$ cat src/design/bth_pkg.sv
// ----------------------------------------------------------------------------
// bth_pkg: shared constants and types for the Booth radix-2 multiplier
// Operand, accumulator and product widths, plus the control word that the
// sequencer broadcasts to the row of bit cells.
// ----------------------------------------------------------------------------
package bth_pkg;

    localparam int WIDTH = 16;
    localparam int A_W   = WIDTH + 1;        // accumulator, one guard bit
    localparam int P_W   = 2 * WIDTH;
    localparam int CNT_W = $clog2(WIDTH);

    // Control word broadcast to every bit cell
    typedef struct packed {
        logic load;    // capture multiplicand bit, clear accumulator bit
        logic step;    // take the shifted-in sum bit
        logic add_en;  // Booth pair 01 or 10: add or subtract this step
        logic sub;     // Booth pair 10: subtract (invert M, carry in one)
    } t_cell_ctl;

endpackage

$ cat src/design/bth_cell.sv
// ----------------------------------------------------------------------------
// bth_cell: one bit slice of the Booth accumulator
// Holds one multiplicand bit and one accumulator bit. Forms one sum bit of
// A +/- M on the ripple carry and takes the sum bit of its left neighbor on
// each step, which is the arithmetic right shift of A.
// ----------------------------------------------------------------------------
module bth_cell (
    input  logic               i_clk,
    input  bth_pkg::t_cell_ctl i_ctl,
    input  logic               i_m_bit,
    input  logic               i_carry,
    input  logic               i_shift_in,
    output logic               o_carry,
    output logic               o_sum,
    output logic               o_a_bit
);
    import bth_pkg::*;

    logic r_m;
    logic r_a;
    logic w_b;

    assign w_b     = i_ctl.add_en & (r_m ^ i_ctl.sub);
    assign o_sum   = r_a ^ w_b ^ i_carry;
    assign o_carry = (r_a & w_b) | (r_a & i_carry) | (w_b & i_carry);
    assign o_a_bit = r_a;

    always_ff @(posedge i_clk) begin
        if (i_ctl.load) begin
            r_m <= i_m_bit;
            r_a <= 1'b0;
        end else if (i_ctl.step) begin
            r_a <= i_shift_in;
        end
    end

endmodule

$ cat src/design/booth_radix2_multiplier.sv
// ----------------------------------------------------------------------------
// booth_radix2_multiplier: signed radix-2 Booth multiplier, bit-slice array
// Multiplies two signed 16-bit operands into a signed 32-bit product.
// ----------------------------------------------------------------------------
// Usage:
//   Input channel: i_in_valid / o_in_stall carry i_multiplicand and
//   i_multiplier. Output channel: o_out_valid / i_out_stall carry o_product.
//   A transfer happens on a clock edge with valid high and stall low.
//   The transfer edge loads the operands into the cell row, then WIDTH
//   steps follow, one Booth add/subtract and shift per cycle through the
//   ripple carry of the WIDTH+1 cells. The product lands in the output
//   register on the last step edge when the output register is free.
//   The single shared add/shift row takes no new item until the last one
//   has left it. o_in_stall is high while an item is in the row.
//   The output register frees the row: a new item is taken while a product
//   waits. If the receiver still stalls the previous product when a new one
//   finishes, the row holds its result and o_in_stall stays high until the
//   output register frees up.
//   Reset (i_rst_n low, synchronous) returns the sequencer to idle and
//   empties the output register; no clearing pass is needed.
// ----------------------------------------------------------------------------
module booth_radix2_multiplier (
    input  logic                             i_clk,
    input  logic                             i_rst_n,
    input  logic                             i_in_valid,
    output logic                             o_in_stall,
    input  logic signed [bth_pkg::WIDTH-1:0] i_multiplicand,
    input  logic signed [bth_pkg::WIDTH-1:0] i_multiplier,
    output logic                             o_out_valid,
    input  logic                             i_out_stall,
    output logic signed [bth_pkg::P_W-1:0]   o_product
);
    import bth_pkg::*;

    typedef enum logic [1:0] {
        S_IDLE,
        S_RUN,
        S_HOLD
    } t_state;

    t_state              r_state;
    logic [WIDTH-1:0]    r_q;
    logic                r_qx;
    logic [CNT_W-1:0]    r_cnt;
    logic                r_out_valid;
    logic [P_W-1:0]      r_product;

    t_cell_ctl           w_ctl;
    logic [A_W:0]        w_carry;
    logic [A_W-1:0]      w_sum;
    logic [A_W-1:0]      w_a;
    logic [A_W-1:0]      w_shift_in;
    logic [A_W-1:0]      w_m_ext;
    logic                w_in_xfer;
    logic                w_out_free;
    logic                w_last;
    logic                w_prod_load;

    assign w_in_xfer  = i_in_valid & (r_state == S_IDLE);
    assign w_out_free = ~r_out_valid | ~i_out_stall;
    assign w_last     = (r_cnt == CNT_W'(WIDTH - 1));
    // output register takes a new product this edge
    assign w_prod_load = w_out_free &
                         (((r_state == S_RUN) & w_last) | (r_state == S_HOLD));

    assign w_ctl.load   = w_in_xfer;
    assign w_ctl.step   = (r_state == S_RUN);
    assign w_ctl.add_en = r_q[0] ^ r_qx;
    assign w_ctl.sub    = r_q[0] & ~r_qx;

    assign w_m_ext    = {i_multiplicand[WIDTH-1], i_multiplicand};
    assign w_carry[0] = w_ctl.sub;
    // arithmetic shift: each cell takes its left neighbor's sum, top keeps sign
    assign w_shift_in = {w_sum[A_W-1], w_sum[A_W-1:1]};

    for (genvar g = 0; g < A_W; g++) begin : g_cell
        bth_cell u_cell (
            .i_clk      (i_clk),
            .i_ctl      (w_ctl),
            .i_m_bit    (w_m_ext[g]),
            .i_carry    (w_carry[g]),
            .i_shift_in (w_shift_in[g]),
            .o_carry    (w_carry[g+1]),
            .o_sum      (w_sum[g]),
            .o_a_bit    (w_a[g])
        );
    end

    always_ff @(posedge i_clk) begin
        if (!i_rst_n) begin
            r_state     <= S_IDLE;
            r_out_valid <= 1'b0;
            r_cnt       <= '0;
        end else begin
            if (r_out_valid && !i_out_stall && !w_prod_load) begin
                r_out_valid <= 1'b0;
            end
            case (r_state)
                S_IDLE: begin
                    if (w_in_xfer) begin
                        r_q     <= i_multiplier;
                        r_qx    <= 1'b0;
                        r_cnt   <= '0;
                        r_state <= S_RUN;
                    end
                end
                S_RUN: begin
                    r_q   <= {w_sum[0], r_q[WIDTH-1:1]};
                    r_qx  <= r_q[0];
                    r_cnt <= r_cnt + CNT_W'(1);
                    if (w_last) begin
                        if (w_out_free) begin
                            // product straight from this step's shifted values
                            r_product   <= {w_sum[WIDTH:0], r_q[WIDTH-1:1]};
                            r_out_valid <= 1'b1;
                            r_state     <= S_IDLE;
                        end else begin
                            r_state <= S_HOLD;
                        end
                    end
                end
                S_HOLD: begin
                    if (w_out_free) begin
                        r_product   <= {w_a[WIDTH-1:0], r_q};
                        r_out_valid <= 1'b1;
                        r_state     <= S_IDLE;
                    end
                end
                default: begin
                    r_state <= S_IDLE;
                end
            endcase
        end
    end

    assign o_in_stall  = (r_state != S_IDLE);
    assign o_out_valid = r_out_valid;
    assign o_product   = r_product;

endmodule

$ cat config.mk
export PLATFORM = sky130hd
export DESIGN_NAME = booth_radix2_multiplier
export DESIGN_NICKNAME = d
export VERILOG_FILES = /design/src/design/bth_pkg.sv /design/src/design/bth_cell.sv /design/src/design/booth_radix2_multiplier.sv
export SDC_FILE = /design/constraint.sdc
export NUM_CORES = 1
export LEC_CHECK = 0
export BUFFER_PORTS_ARGS = -buffer_cell sky130_fd_sc_hd__buf_2
export CAP_MARGIN = 20
export CORE_UTILIZATION = 25
export DETAILED_ROUTE_END_ITERATION = 16
export PLACE_DENSITY = 0.53
export SLEW_MARGIN = 30
export SYNTH_ARGS = -nofsm -noshare
export SYNTH_HDL_FRONTEND = slang
export SYNTH_SLANG_ARGS = --single-unit
$ cat constraint.sdc
create_clock -name i_clk -period 8.5 [get_ports i_clk]
set_input_delay 2.125 -clock i_clk [delete_from_list [all_inputs] [get_ports i_clk]]
set_output_delay 2.125 -clock i_clk [all_outputs]
set_load 0.02 [all_outputs]
; ---- Yosys cells after proc, flatten, opt, wreduce, memory -nomap -nowiden
; Cells that the tools add are included.
[word_totals]
memories = 0
output_inout_bits = 34
word_cells = 232
rom_bits = 0
regBits = 88
latchBits = 0
ramBits = 0
input_bits = 36
[op_classes]
n_bitwise = 155
n_eq_ne = 7
magnitude_cmp = 0
mul = 0
reduce_logical = 12
n_div = 0
muxes = 19
n_shift = 0
addsub = 1
[ops]
columns = operator, count
row1 = $mux 32, 3
row2 = $and 1x1->1, 68
row3 = $pmux 32 s2, 1
row4 = $xor 1x1->1, 50
row5 = $or 1x1->1, 34
row6 = $pmux 16 s2, 1
row7 = $mux 16, 1
row8 = $mux 2, 4
row9 = $ne 2x2->1 const B, 4
row10 = $pmux 4 s2, 1
row11 = $pmux 2 s3, 1
row12 = $reduce_and 3->1, 2
row13 = $reduce_bool 2->1, 3
row14 = $reduce_and 5->1, 1
row15 = $add 4x1->4 const B, 1
row16 = $eq 4x4->1 const B, 1
row17 = $mux 1, 4
row18 = $mux 4, 1
row19 = $pmux 1 s2, 2
row20 = $not 1->1, 3
row21 = $eq 2x1->1 const B, 1
row22 = $eq 2x2->1 const B, 1
row23 = $logic_and 1x1->1, 2
row24 = $logic_not 1->1, 2
row25 = 2 further kinds, 2

; ---- Logic depth before layout (Yosys ltp)
; Gate-level depths: netlist (run 1).
[logic_depth]
word_depth = 56
depth_mapped = 24
ltp_nobuf = 23

; ---- By module
; Synthesis (run 1) repeated with hierarchy kept, for this count alone.
[unflattened]
cells_unflattened = 350
hier_area_um2 = 4425.5
[by_module_without_submodules]
columns = mod, cells_each, area_per_inst_um2, n_inst, seq_area_each_um2
row1 = booth_radix2_multiplier, 163, 2532.4, 1, 1611.5
row2 = bth_cell, 11, 111.4, 17, 50.0

; ---- Worst setup path after synthesis (run 1)
; OpenSTA, ideal clock, no wires.
[synth_path]
path_kind = flip-flop to flip-flop
from = reg r_q[0]
to = reg r_product[30], in the netlist o_product[30] (data pin)
synth_period_minus_slack_ns = 8.169
path_stages_with_launch = 23
setup_time_ns = 0.262
path_slack_ns = 0.331
path_buffers = 2
t_arrival_ns = 7.907
required_ns = 8.238
cell_sequence = edfxtp_1 > ha_1 > buf_2 > buf_2 > inv_1 > fa_1 > inv_1 > fa_1 > fa_1 > fa_1 > fa_1 > fa_1 > fa_1 > fa_1 > fa_1 > fa_1 > fa_1 > fa_1 > fa_1 > fa_1 > fa_1 > fa_1 > mux2_1
[synth_between]
elab_chain_len = 52
word_cells_on_any_way = 114
cone_classes = mux: 3 / bitwise: 111
[synth_lines]
columns = item, line_no
row1 = from (decl), booth_radix2_multiplier.sv:42  ; logic [WIDTH-1:0] r_q;
row2 = from (signal assigned), booth_radix2_multiplier.sv:101  ; r_q <= i_multiplier;
row3 = from (signal assigned), booth_radix2_multiplier.sv:108  ; r_q <= {w_sum[0], r_q[WIDTH-1:1]};
row4 = $and 1x1->1, booth_radix2_multiplier.sv:69  ; assign w_ctl.sub = r_q[0] & ~r_qx;
row5 = $xor 1x1->1, bth_cell.sv:23  ; assign w_b = i_ctl.add_en & (r_m ^ i_ctl.sub);
row6 = $and 1x1->1, bth_cell.sv:23
row7 = $and 1x1->1, bth_cell.sv:25  ; assign o_carry = (r_a & w_b) | (r_a & i_carry) | (w_b & i_carry);
row8 = $or 1x1->1 (2 in series), bth_cell.sv:25
row9 = $and 1x1->1, bth_cell.sv:25
row10 = $or 1x1->1 (2 in series), bth_cell.sv:25
row11 = $and 1x1->1, bth_cell.sv:25
row12 = (+33 left out), n/a
row13 = $or 1x1->1 (2 in series), bth_cell.sv:25
row14 = $and 1x1->1, bth_cell.sv:25
row15 = $or 1x1->1 (2 in series), bth_cell.sv:25
row16 = $xor 1x1->1 (*), bth_cell.sv:24  ; assign o_sum = r_a ^ w_b ^ i_carry;
row17 = named net g_cell[14].u_cell.i_shift_in, bth_cell.sv:12  ; input logic i_shift_in,
row18 = $mux 32 (*), booth_radix2_multiplier.sv:112  ; if (w_out_free) begin
row19 = $mux 32 (*), booth_radix2_multiplier.sv:111  ; if (w_last) begin
row20 = $pmux 32 s2 (*), booth_radix2_multiplier.sv:98  ; case (r_state)
row21 = to (signal assigned), booth_radix2_multiplier.sv:114  ; r_product <= {w_sum[WIDTH:0], r_q[WIDTH-1:1]};
row22 = to (signal assigned), booth_radix2_multiplier.sv:124  ; r_product <= {w_a[WIDTH-1:0], r_q};
row23 = to (decl), booth_radix2_multiplier.sv:46  ; logic [P_W-1:0] r_product;
; Mark *: on every way through the listed nets, which the timed path passes. The rest lies on a longest branch. The select of a mux whose other input is x is not followed.
; A chain may end at the register's enable or synchronous reset.

; ---- Worst setup path after layout (run 1)
; Same ends and word-level chain as after synthesis.

==> results.yml, run 1 <==
outcome:
  outcome: "finished clean"
detailed_routing:
  drtIter0Drc: 207
  met2_length_mm: 3.55
  wl_mm: 7.76
  drtAntennaViolNets: 0
  wl_met1_mm: 3.64
  top_layer: "met4"
  viasPerCell: 4.04
  routedWlPerCell_um: 13.4
  vias: 2347
  wl_met3_um: 458
  drt-pass1-iter-count: 4
  drc: 0
cts:
  numCtsBuffers: 9
  clk_path_buf_depth: 2
  cts-root-buf: "clkbuf_16"
  insertion_delay_ns: 0.34
  cts.hold.buffers_added: 0
  cts_tree: "yes"
  clk_pin_slew_ns: 0.07
  clock-sinks: 88
  cts_htree_levels: 3
worst_setup_path:
  critPathLaunchType: "flip-flop"
  rr_startpoint: "r_q[0]"
  cp-end-kind: "flip-flop"
  r2r-end: "o_product[30]"
  crit_type: "reg2reg"
  crit_fanout: 4
  crit_arrival_ns: 8.19
  worst-r2r-setup-slack_ns: 0.40
  worst_ep_required_time_ns: 8.60
  r2r_cells: 21
place:
  dp_hpwl_mm: 5.52
  port_buffers: 69
  place.gp.congestion: 0.712
  dpl.cell_count: 564
synthesis:
  syn-num-nets: 346
  synth_top_area_share_pct: 47.3
  netlist_area_mm2: 0.00413
  synth_cell_types: 37
  synth_edf_count: 65
  yosysTopAreaCell: "edfxtp_1"
  ys_ff_latch: 88
  synth_warnings: 0
  seq_area_frac_synth_pct: 58.4
  async_flop_share_pct: 0
  synth.area.top_cells: "edfxtp_1 47%, mux2_1 12%, dfxtp_1 11%"
  synthFlopType: "edfxtp_1"
  syn_inst: 288
  syn_avg_cell_area_um2: 14.3
timing:
  finalClockSkew_ns: 0.00763
  slew_viol_final: 0
  min_period_ns: 8.10
  rsz0062_at_grt: "false"
  worst_slew_pin_slew_ns: 0.907
  max_freq_ghz: 0.124
  period_share_pct: 95.3
  timing.setup.tns_ns: 0
  setup_viol: 0
  hold_viol: 0
  slew_headroom_pct: 39.5
cells_and_area:
  fillerInstances: 1670
  final_cells: 581
  layout-drive-gt1-share_pct: 27.1
  final_nets: 418
  syn2layout_area_growth_pct: 22.2
  antennaDiodeCount: 0
floorplan:
  die_area_mm2: 0.0170
  start_util_pct: 25.8
  ioPinCount: 70
  core_area_mm2: 0.0160
  fp-row-count: 46
  fp.dieW_um: 131
  die-height_um: 131
power:
  p_leak_nw: 1.93
  p_per_area_mw_per_mm2: 211
  ir_drop_mv: 0.0954
grt:
  grt_max_degree: 43
  grt_pass1_vias: 2388
  track_usage_pct: 9.96
  grt_overflow: 0
  antenna_found_initial: 0
  grt_pass1_wl_mm: 12.4
worst_hold_path:
  hold_start: "r_cnt[0]"
  holdPathStages: 2
  min_to: "r_cnt[0]"
  hp-class: "reg2reg"
run:
  drv_cap: 0
==> where the power goes <==
| group | switching (mW) | leakage, nW | internal, mW |
|---|---|---|---|
| combinational | 0.0781 | 0.989 | 0.0748 |
| clock | 0.166 | 0.150 | 0.228 |
| sequential | 0.0192 | 0.789 | 0.499 |
| total | 0.263 | 1.93 | 0.802 |
==> cell families (layout without fill, tap and decap cells) <==
family          after synthesis  after routing  share of synthesized area, %
flops                        88             88                          58.4
mux                          63             63                          16.6
simple gates                 57             57                          6.30
buf+inv                      27            104                          2.97
fa+ha+maj                    22             22                          9.75
xor+xnor                     16             16                          3.39
compound gates               15             15                          2.54
==> per-stage QoR <==
stage | hold WS [ns] | setup WS [ns] | util [%] | area (um^2) | total power [mW]
global placement | 0.473 | 0.275 | 29.5 | 4710 | 0.679
detailed placement | 0.478 | 0.196 | 29.5 | 4720 | 0.683
CTS | 0.489 | 0.132 | 31.4 | 5020 | 1.08
global route | 0.534 | 0.0191 | 31.5 | 5050 | 1.12
floorplan | 0.457 | 0.331 | - | 4130 | 0.636
finish | 0.484 | 0.403 | 31.5 | 5050 | 1.07
==> worst max-delay path, stage by stage, from the launching register on <==
cell      delay [ns]
edfxtp_1        0.45
ha_4            0.22
xor2_1          0.16
nand2b_1        0.09
fa_1            0.16
inv_1           0.05
fa_1            0.41
fa_1            0.43
fa_1            0.42
fa_1            0.42
fa_1            0.42
fa_1            0.43
fa_1            0.43
fa_1            0.43
fa_1            0.43
fa_1            0.42
fa_1            0.43
fa_1            0.43
fa_1            0.44
fa_2            0.40
fa_1            0.49
mux2_1          0.29
==> worst max path at each step <==
stage,startpoint,end,slack (ns),cells after the start
global placement,r_qx,o_product[30],0.28,21
finish,r_q[0],o_product[30],0.40,21
detailed placement,r_qx,o_product[30],0.20,21
CTS,r_q[0],o_product[30],0.13,21
global route,r_q[0],o_product[30],0.02,21
floorplan,r_q[0],o_product[30],0.33,22
==> layer usage <==
layer	up-vias	track usage, %
li1	1154	-
met2	68	15.9
met4	0	3.85
met5	-	0
met1	1117	12.1
met3	8	3.83
==> layout by cell type (no fill, tap or decap), types with 2 or more instances in the layout <==
master     instances
a21boi_1           2
and2_1             2
buf_2             69
buf_4              5
clkbuf_16          9
clkinv_2           3
clkinv_4           2
dfxtp_1           23
edfxtp_1          65
fa_1              16
ha_1               2
ha_4               2
inv_1             12
mux2_1            45
mux2i_1           18
nand2_1            7
nand2b_1           4
nand3_1            3
nor2_1            32
nor2b_1            3
o21ai_0            2
o21ai_1            2
xnor2_1           14
xor2_1             2
==> flip-flops by register name, indices dropped and copies added, names as in the netlist <==
signal and count:
r_qx 1, r_cnt 4, o_out_valid 1, g_cell.u_cell.r_m 16
o_product 32, r_q 16, g_cell.u_cell.o_a_bit 16, r_state 2
==> synth_stat cells (2+ instances only) <==
| cell type | instances |
|---|---|
| nor2b_1 | 3 |
| buf_4 | 2 |
| mux2i_1 | 18 |
| nand2b_1 | 4 |
| ha_1 | 5 |
| xor2_1 | 2 |
| and2_1 | 2 |
| o21ai_0 | 2 |
| o21ai_1 | 2 |
| fa_1 | 17 |
| xnor2_1 | 14 |
| inv_1 | 12 |
| nand2_1 | 7 |
| dfxtp_1 | 23 |
| nor2_1 | 32 |
| a21boi_1 | 2 |
| buf_2 | 11 |
| edfxtp_1 | 65 |
| nand3_1 | 3 |
| mux2_1 | 45 |
==> what timing repair did <==
| action | in CTS | in global routing |
|---|---|---|
| endpoints found under the setup margin | 0 | 3 |
| setup buffers | 0 | 1 |
| gates resized for setup | 0 | 4 |
==> final cells by class <==
type	count	area (um^2)	area share (%)
clock inverter	7	71.3	1.41
timing repair buffer	75	394	7.81
tap	216	270	5.35
inverter	13	48.8	0.967
multi-input combinational	173	1630	32.2
sequential	88	2410	47.8
clock buffer	9	225	4.46
No activity file was read; power rests on OpenSTA's default activity.
==> run 2, diff against run 1 <==
--- a/config.mk
+++ b/config.mk
@@ -10,6 +10,7 @@
 export CORE_UTILIZATION = 25
 export DETAILED_ROUTE_END_ITERATION = 16
 export PLACE_DENSITY = 0.53
+export RECOVER_POWER = 50
 export SLEW_MARGIN = 30
 export SYNTH_ARGS = -nofsm -noshare
 export SYNTH_HDL_FRONTEND = slang
==> run 2 against run 1 <==
Net effect:
- the run now ends with capacitance limit, slew limit left
- critical endpoint unchanged
- design area fell by 0.69%
- sequential power barely moved
- worst hold slack improved by 0.013 ns
- core utilization fell by 0.22 points
==> results.yml, run 2 (synthesized netlist as in run 1, its figures left out) <==
floorplan:
  die-height_um: 131
  fp-row-count: 46
  die_area_mm2: 0.0170
  start_util_pct: 25.8
  ioPinCount: 70
  core_area_mm2: 0.0160
  fp.dieW_um: 131
power:
  pwr-share-clk_pct: 37.0
  ir_drop_mv: 0.0937
  seq_power_share_pct: 48.6
  p_per_area_mw_per_mm2: 213
  p_switching_mw: 0.263
  comb_power_share_pct: 14.4
  internal-power_mw: 0.802
  p_sw_share_pct: 24.7
  p_leak_nw: 1.90
worst_setup_path:
  crit_path_frequent_cell: "fa_1"
  critPathTopFamily: "adder cells"
  crit_type: "reg2reg"
  crit_start: "r_q[0]"
  cp-end-kind: "flip-flop"
  cp_num_buf_inv: 1
  critPathLaunchType: "flip-flop"
  rr_startpoint: "r_q[0]"
  crit_arrival_ns: 8.19
  cpPeakStageDelay_ns: 0.49
  worst_ep_required_time_ns: 8.59
  cp_slowest_cell: "fa_1"
  crit_fanout: 4
  crit_chain: "ha_4, xor2_1, nand2b_1, fa_1, inv_1, fa_1, fa_1, fa_1, fa_1, fa_1, fa_1, fa_1, fa_1, fa_1, fa_1, fa_1, fa_1, fa_1, fa_2, fa_1, mux2_1"
cells_and_area:
  final_common_cell: "edfxtp_1"
  final_nets: 418
  layout-drive-gt1-share_pct: 23.3
  utilization_pct: 31.3
  fillerInstances: 1676
  final_cells: 581
  antennaDiodeCount: 0
  largest_reg_flops: 32
  final_cell_mix: "65 x edfxtp_1, 59 x buf_2, 45 x mux2_1"
  syn2layout_area_growth_pct: 21.4
outcome:
  outcome: "complete, but fails checks"
  violations: "capacitance limit, slew limit"
grt:
  met3_usage_pct: 3.83
  global_route.usage.met1_pct: 12.1
  grt_pass1_wl_mm: 12.4
  grt_overflow: 0
  met2_usage_pct: 15.9
  grt.busiest_layer: "met2"
  antenna_found_initial: 0
  track_usage_pct: 9.96
  grt_pass1_vias: 2388
  grt_max_degree: 43
timing:
  slew_headroom_pct: -42.5
  period_share_pct: 95.3
  min_period_ns: 8.10
  timing.setup.tns_ns: 0
  finalClockSkew_ns: 0.00785
  hold-worst-slack_ns: 0.498
  max_freq_ghz: 0.123
  setup_viol: 0
  worst_slew_pin_slew_ns: 2.14
  rsz0062_at_grt: "false"
  slew_viol_final: 114
  hold_viol: 0
detailed_routing:
  wl_mm: 7.83
  drtAntennaViolNets: 0
  drtIter0Drc: 183
  vias: 2351
  drt-pass1-iter-count: 4
  drc: 0
  routedWlPerCell_um: 13.5
  viasPerCell: 4.05
place:
  dpl.cell_count: 564
  dp_hpwl_mm: 5.52
  place.gp.congestion: 0.712
  port_buffers: 69
cts:
  cts_htree_levels: 3
  clk_pin_slew_ns: 0.07
  clk_path_buf_depth: 2
  cts.hold.buffers_added: 0
  cts_tree: "yes"
  clock-sinks: 88
  cts-root-buf: "clkbuf_16"
  insertion_delay_ns: 0.34
  numCtsBuffers: 9
worst_hold_path:
  hold_start: "r_cnt[0]"
  hp-class: "reg2reg"
run:
  drv_cap: 3
-- run 2: cell count changes in the layout (fill, tap and decap cells not counted) --
cell | previous run | this run
ha_1 | 2 | 4
ha_2 | 1 | 0
a21boi_0 | 0 | 2
buf_2 | 69 | 59
a21boi_1 | 2 | 0
a21oi_1 | 1 | 2
clkbuf_1 | 0 | 11
a21oi_2 | 1 | 0
ha_4 | 2 | 1
buf_4 | 5 | 4
-- run 2: path summary, 6_finish.rpt --
| check | to | cells after the start | slack [ns] |
|---|---|---|---|
| max | o_product[30] | 21 | 0.40 |
| min | r_cnt[0] | 2 | 0.50 |
| max reg2reg | o_product[30] | 21 | 0.40 |
| min reg2reg | r_cnt[0] | 2 | 0.50 |
-- run 2: worst min-delay path, delay by kind of cell (launching register included) --
family / cells / cell delay, ns
AO/OA/AOI/OAI: 1 / 0.06
AND/OR/NAND/NOR: 1 / 0.06
flip-flops: 1 / 0.33
-- run 2: area by class of cell --
type                            count  area [um^2]  area share (%)
Multi-Input combinational cell    173         1610            32.1
Timing Repair Buffer               75          378            7.54
Clock inverter                      7         71.3            1.42
Sequential cell                    88         2410            48.1
Tap cell                          216          270            5.39
Clock buffer                        9          225            4.49
Inverter                           13         48.8           0.974
-- run 2: stage by stage --
step                      power (mW)  setup WS, ns  area (um^2)
final                           1.07         0.399         5010
after detailed placement       0.683         0.196         4720
after CTS                       1.08         0.132         5020
after global routing            1.12        0.0167         5010
after floorplan                0.636         0.331         4130
after global placement         0.679         0.275         4710
-- run 2: power groups by stage --
stage / Sequential [mW] / Clock, mW / Combinational (mW)
floorplan: 0.521 / 0 / 0.115
global placement: 0.526 / 0 / 0.153
detailed placement: 0.527 / 0 / 0.156
CTS: 0.518 / 0.409 / 0.156
global route: 0.522 / 0.424 / 0.176
finish: 0.518 / 0.394 / 0.153
-- run 2: what timing repair did --
action / 4_1_cts / 5_1_grt
buffers inserted: 0 / 1
endpoints found under the setup margin: 0 / 3
resized for setup: 0 / 4
-- run 2: per-layer routing --
| layer | share of wire (%) | wire, um | up-vias |
|---|---|---|---|
| met5 | 0 | 0 | - |
| li1 | - | - | 1153 |
| met4 | 1.5 | 117 | 0 |
| met1 | 48 | 3750 | 1119 |
| met3 | 5.5 | 434 | 8 |
| met2 | 45 | 3530 | 71 |
==> run 3, diff against run 2 <==
--- a/config.mk
+++ b/config.mk
@@ -7,9 +7,9 @@
 export LEC_CHECK = 0
 export BUFFER_PORTS_ARGS = -buffer_cell sky130_fd_sc_hd__buf_2
 export CAP_MARGIN = 20
-export CORE_UTILIZATION = 25
+export CORE_UTILIZATION = 51
 export DETAILED_ROUTE_END_ITERATION = 16
-export PLACE_DENSITY = 0.53
+export PLACE_DENSITY = 0.86
 export RECOVER_POWER = 50
 export SLEW_MARGIN = 30
 export SYNTH_ARGS = -nofsm -noshare
==> run 3 against run 2 <==
Net effect:
- the run still ends with capacitance limit, slew limit left
- combinational power hardly changed
- critical path depth unchanged
- clock power fell by 12%
- core utilization increased by 31 points
- final cell count fell by 19%
- setup slack got worse by 0.11 ns
- critical endpoint unchanged
==> results.yml, run 3 (synthesized netlist as in run 1, its figures left out) <==
cells_and_area:
  antennaDiodeCount: 0
  final_common_cell: "buf_2"
  fin_area_mm2: 0.00481
  syn2layout_area_growth_pct: 16.4
  final_nets: 419
  layout-drive-gt1-share_pct: 24.9
  fillerInstances: 611
  final_cells: 468
  largest_reg_flops: 32
  final_cell_mix: "67 x buf_2, 65 x edfxtp_1, 45 x mux2_1"
grt:
  track_usage_pct: 17.6
  grt_pass1_wl_mm: 11.3
  grt_overflow: 0
  grt_pass1_vias: 2435
  antenna_found_initial: 0
  grt_max_degree: 43
floorplan:
  ioPinCount: 70
  die-height_um: 92.0
  die_area_mm2: 0.00846
  core_area_mm2: 0.00777
  start_util_pct: 53.2
  fp-row-count: 32
  fp.dieW_um: 92.0
cts:
  clock-sinks: 88
  cts-root-buf: "clkbuf_8"
  post_cts_buffers: 0
  cts_htree_levels: 3
  clk_pin_slew_ns: 0.09
  insertion_delay_ns: 0.35
  clk_path_buf_depth: 2
  numCtsBuffers: 9
  cts_tree: "yes"
timing:
  finalClockSkew_ns: 0.0125
  slew_headroom_pct: -69.9
  setup_viol: 0
  min_period_ns: 8.21
  max_freq_ghz: 0.122
  rsz0062_at_grt: "false"
  hold_viol: 0
  period_share_pct: 96.6
  timing.setup.tns_ns: 0
  worst_slew_pin_slew_ns: 2.55
  hold-worst-slack_ns: 0.516
  finalWorstSetupSlack_ns: 0.285
  slew_viol_final: 76
power:
  p_switching_mw: 0.244
  pwr-share-clk_pct: 34.1
  seq_power_share_pct: 51.1
  p_per_area_mw_per_mm2: 210
  p_leak_nw: 1.89
  internal-power_mw: 0.768
  ir_drop_mv: 0.107
  comb_power_share_pct: 14.9
  p_sw_share_pct: 24.1
worst_setup_path:
  worst_ep_required_time_ns: 8.61
  rr_startpoint: "r_q[0]"
  crit_arrival_ns: 8.32
  cpPeakStageDelay_ns: 0.48
  cp-end-kind: "flip-flop"
  r2r-end: "o_product[30]"
  crit_type: "reg2reg"
  worst-r2r-setup-slack_ns: 0.29
  crit_path_frequent_cell: "fa_1"
  cp_slowest_cell: "fa_1"
  crit_chain: "ha_1, buf_4, inv_1, fa_1, inv_1, fa_1, fa_1, fa_1, fa_1, fa_1, fa_1, fa_1, fa_1, fa_1, fa_1, fa_1, fa_1, fa_1, fa_2, fa_1, mux2_1"
  crit_fanout: 16
  r2r_cells: 21
  critPathLaunchType: "flip-flop"
detailed_routing:
  wl_mm: 6.77
  viasPerCell: 5.11
  drt-pass1-iter-count: 4
  drtAntennaViolNets: 0
  drc: 0
  drtIter0Drc: 87
  routedWlPerCell_um: 14.5
  vias: 2392
place:
  dp_hpwl_mm: 4.66
  place.gp.congestion: 0.744
  pre_cts_slack_ns: 0.187
  port_buffers: 69
  place_area_mm2: 0.00458
  dpl.cell_count: 452
run:
  drv_cap: 2
outcome:
  violations: "capacitance limit, slew limit"
  outcome: "complete, but fails checks"
worst_hold_path:
  min_to: "r_cnt[0]"
  holdPathStages: 2
  hold_start: "r_cnt[0]"
  hp-class: "reg2reg"
[run 3: cell types whose count changed in the layout (fill, tap and decap cells not counted), sizes merged]
| cell | delta |
|---|---|
| inv | +1 |
| bufinv | +2 |
| clkbuf | -6 |
| clkinv | -3 |
| buf | +7 |
[run 3: what timing repair did]
action                                 in CTS  in global routing
resized for setup                           0                  1
hold buffers                                0                  0
endpoints found under the hold margin       0                  0
setup endpoints to repair                   0                  1
[run 3: metrics by stage]
step	util [%]	power (mW)
floorplan	-	0.636
CTS	62.1	1.02
detailed placement	59.0	0.678
global route	61.9	1.07
global placement	59.0	0.671
finish	61.9	1.01
[run 3: final cells by class]
cell class              count  area, um^2  share of cell area, %
flip-flops and latches     88        2410                   50.2
multi-input cells         173        1590                   33.2
repair buffers             76         384                   7.99
well taps                 102         128                   2.65
clock buffers               9         124                   2.58
clock inverters             7         118                   2.45
inverters                  13        48.8                   1.01
[run 3: worst max path at each step]
stage / start / endpoint / slack (ns) / depth (start not counted)
after global placement: r_q[0] / o_product[30] / 0.31 / 21
after global routing: r_q[0] / o_product[30] / 0.005 / 21
after detailed placement: r_q[0] / o_product[30] / 0.19 / 21
after floorplan: r_q[0] / o_product[30] / 0.33 / 22
after CTS: r_q[0] / o_product[30] / 0.15 / 21
final: r_q[0] / o_product[30] / 0.29 / 21
[run 3: critical path, delay by kind of cell, from the launching register on]
family,cells,cell delay (ns)
multiplexers,1,0.30
adder cells (fa/ha/maj),17,6.89
flip-flops,1,0.42
buffers and inverters,3,0.37
[run 3: per-layer routing]
metal  GRT usage [%]  share of wire (%)
met1            22.1                 44
met2            29.6                 49
met3            4.31                5.0
met4            6.51                1.4
met5               0                  0
[run 3: power groups by stage]
| stage | Clock (mW) | Combinational (mW) | Sequential, mW |
|---|---|---|---|
| detailed placement | 0 | 0.152 | 0.526 |
| floorplan | 0 | 0.115 | 0.521 |
| finish | 0.345 | 0.151 | 0.517 |
| global placement | 0 | 0.146 | 0.525 |
| CTS | 0.354 | 0.154 | 0.517 |
| global route | 0.372 | 0.175 | 0.520 |
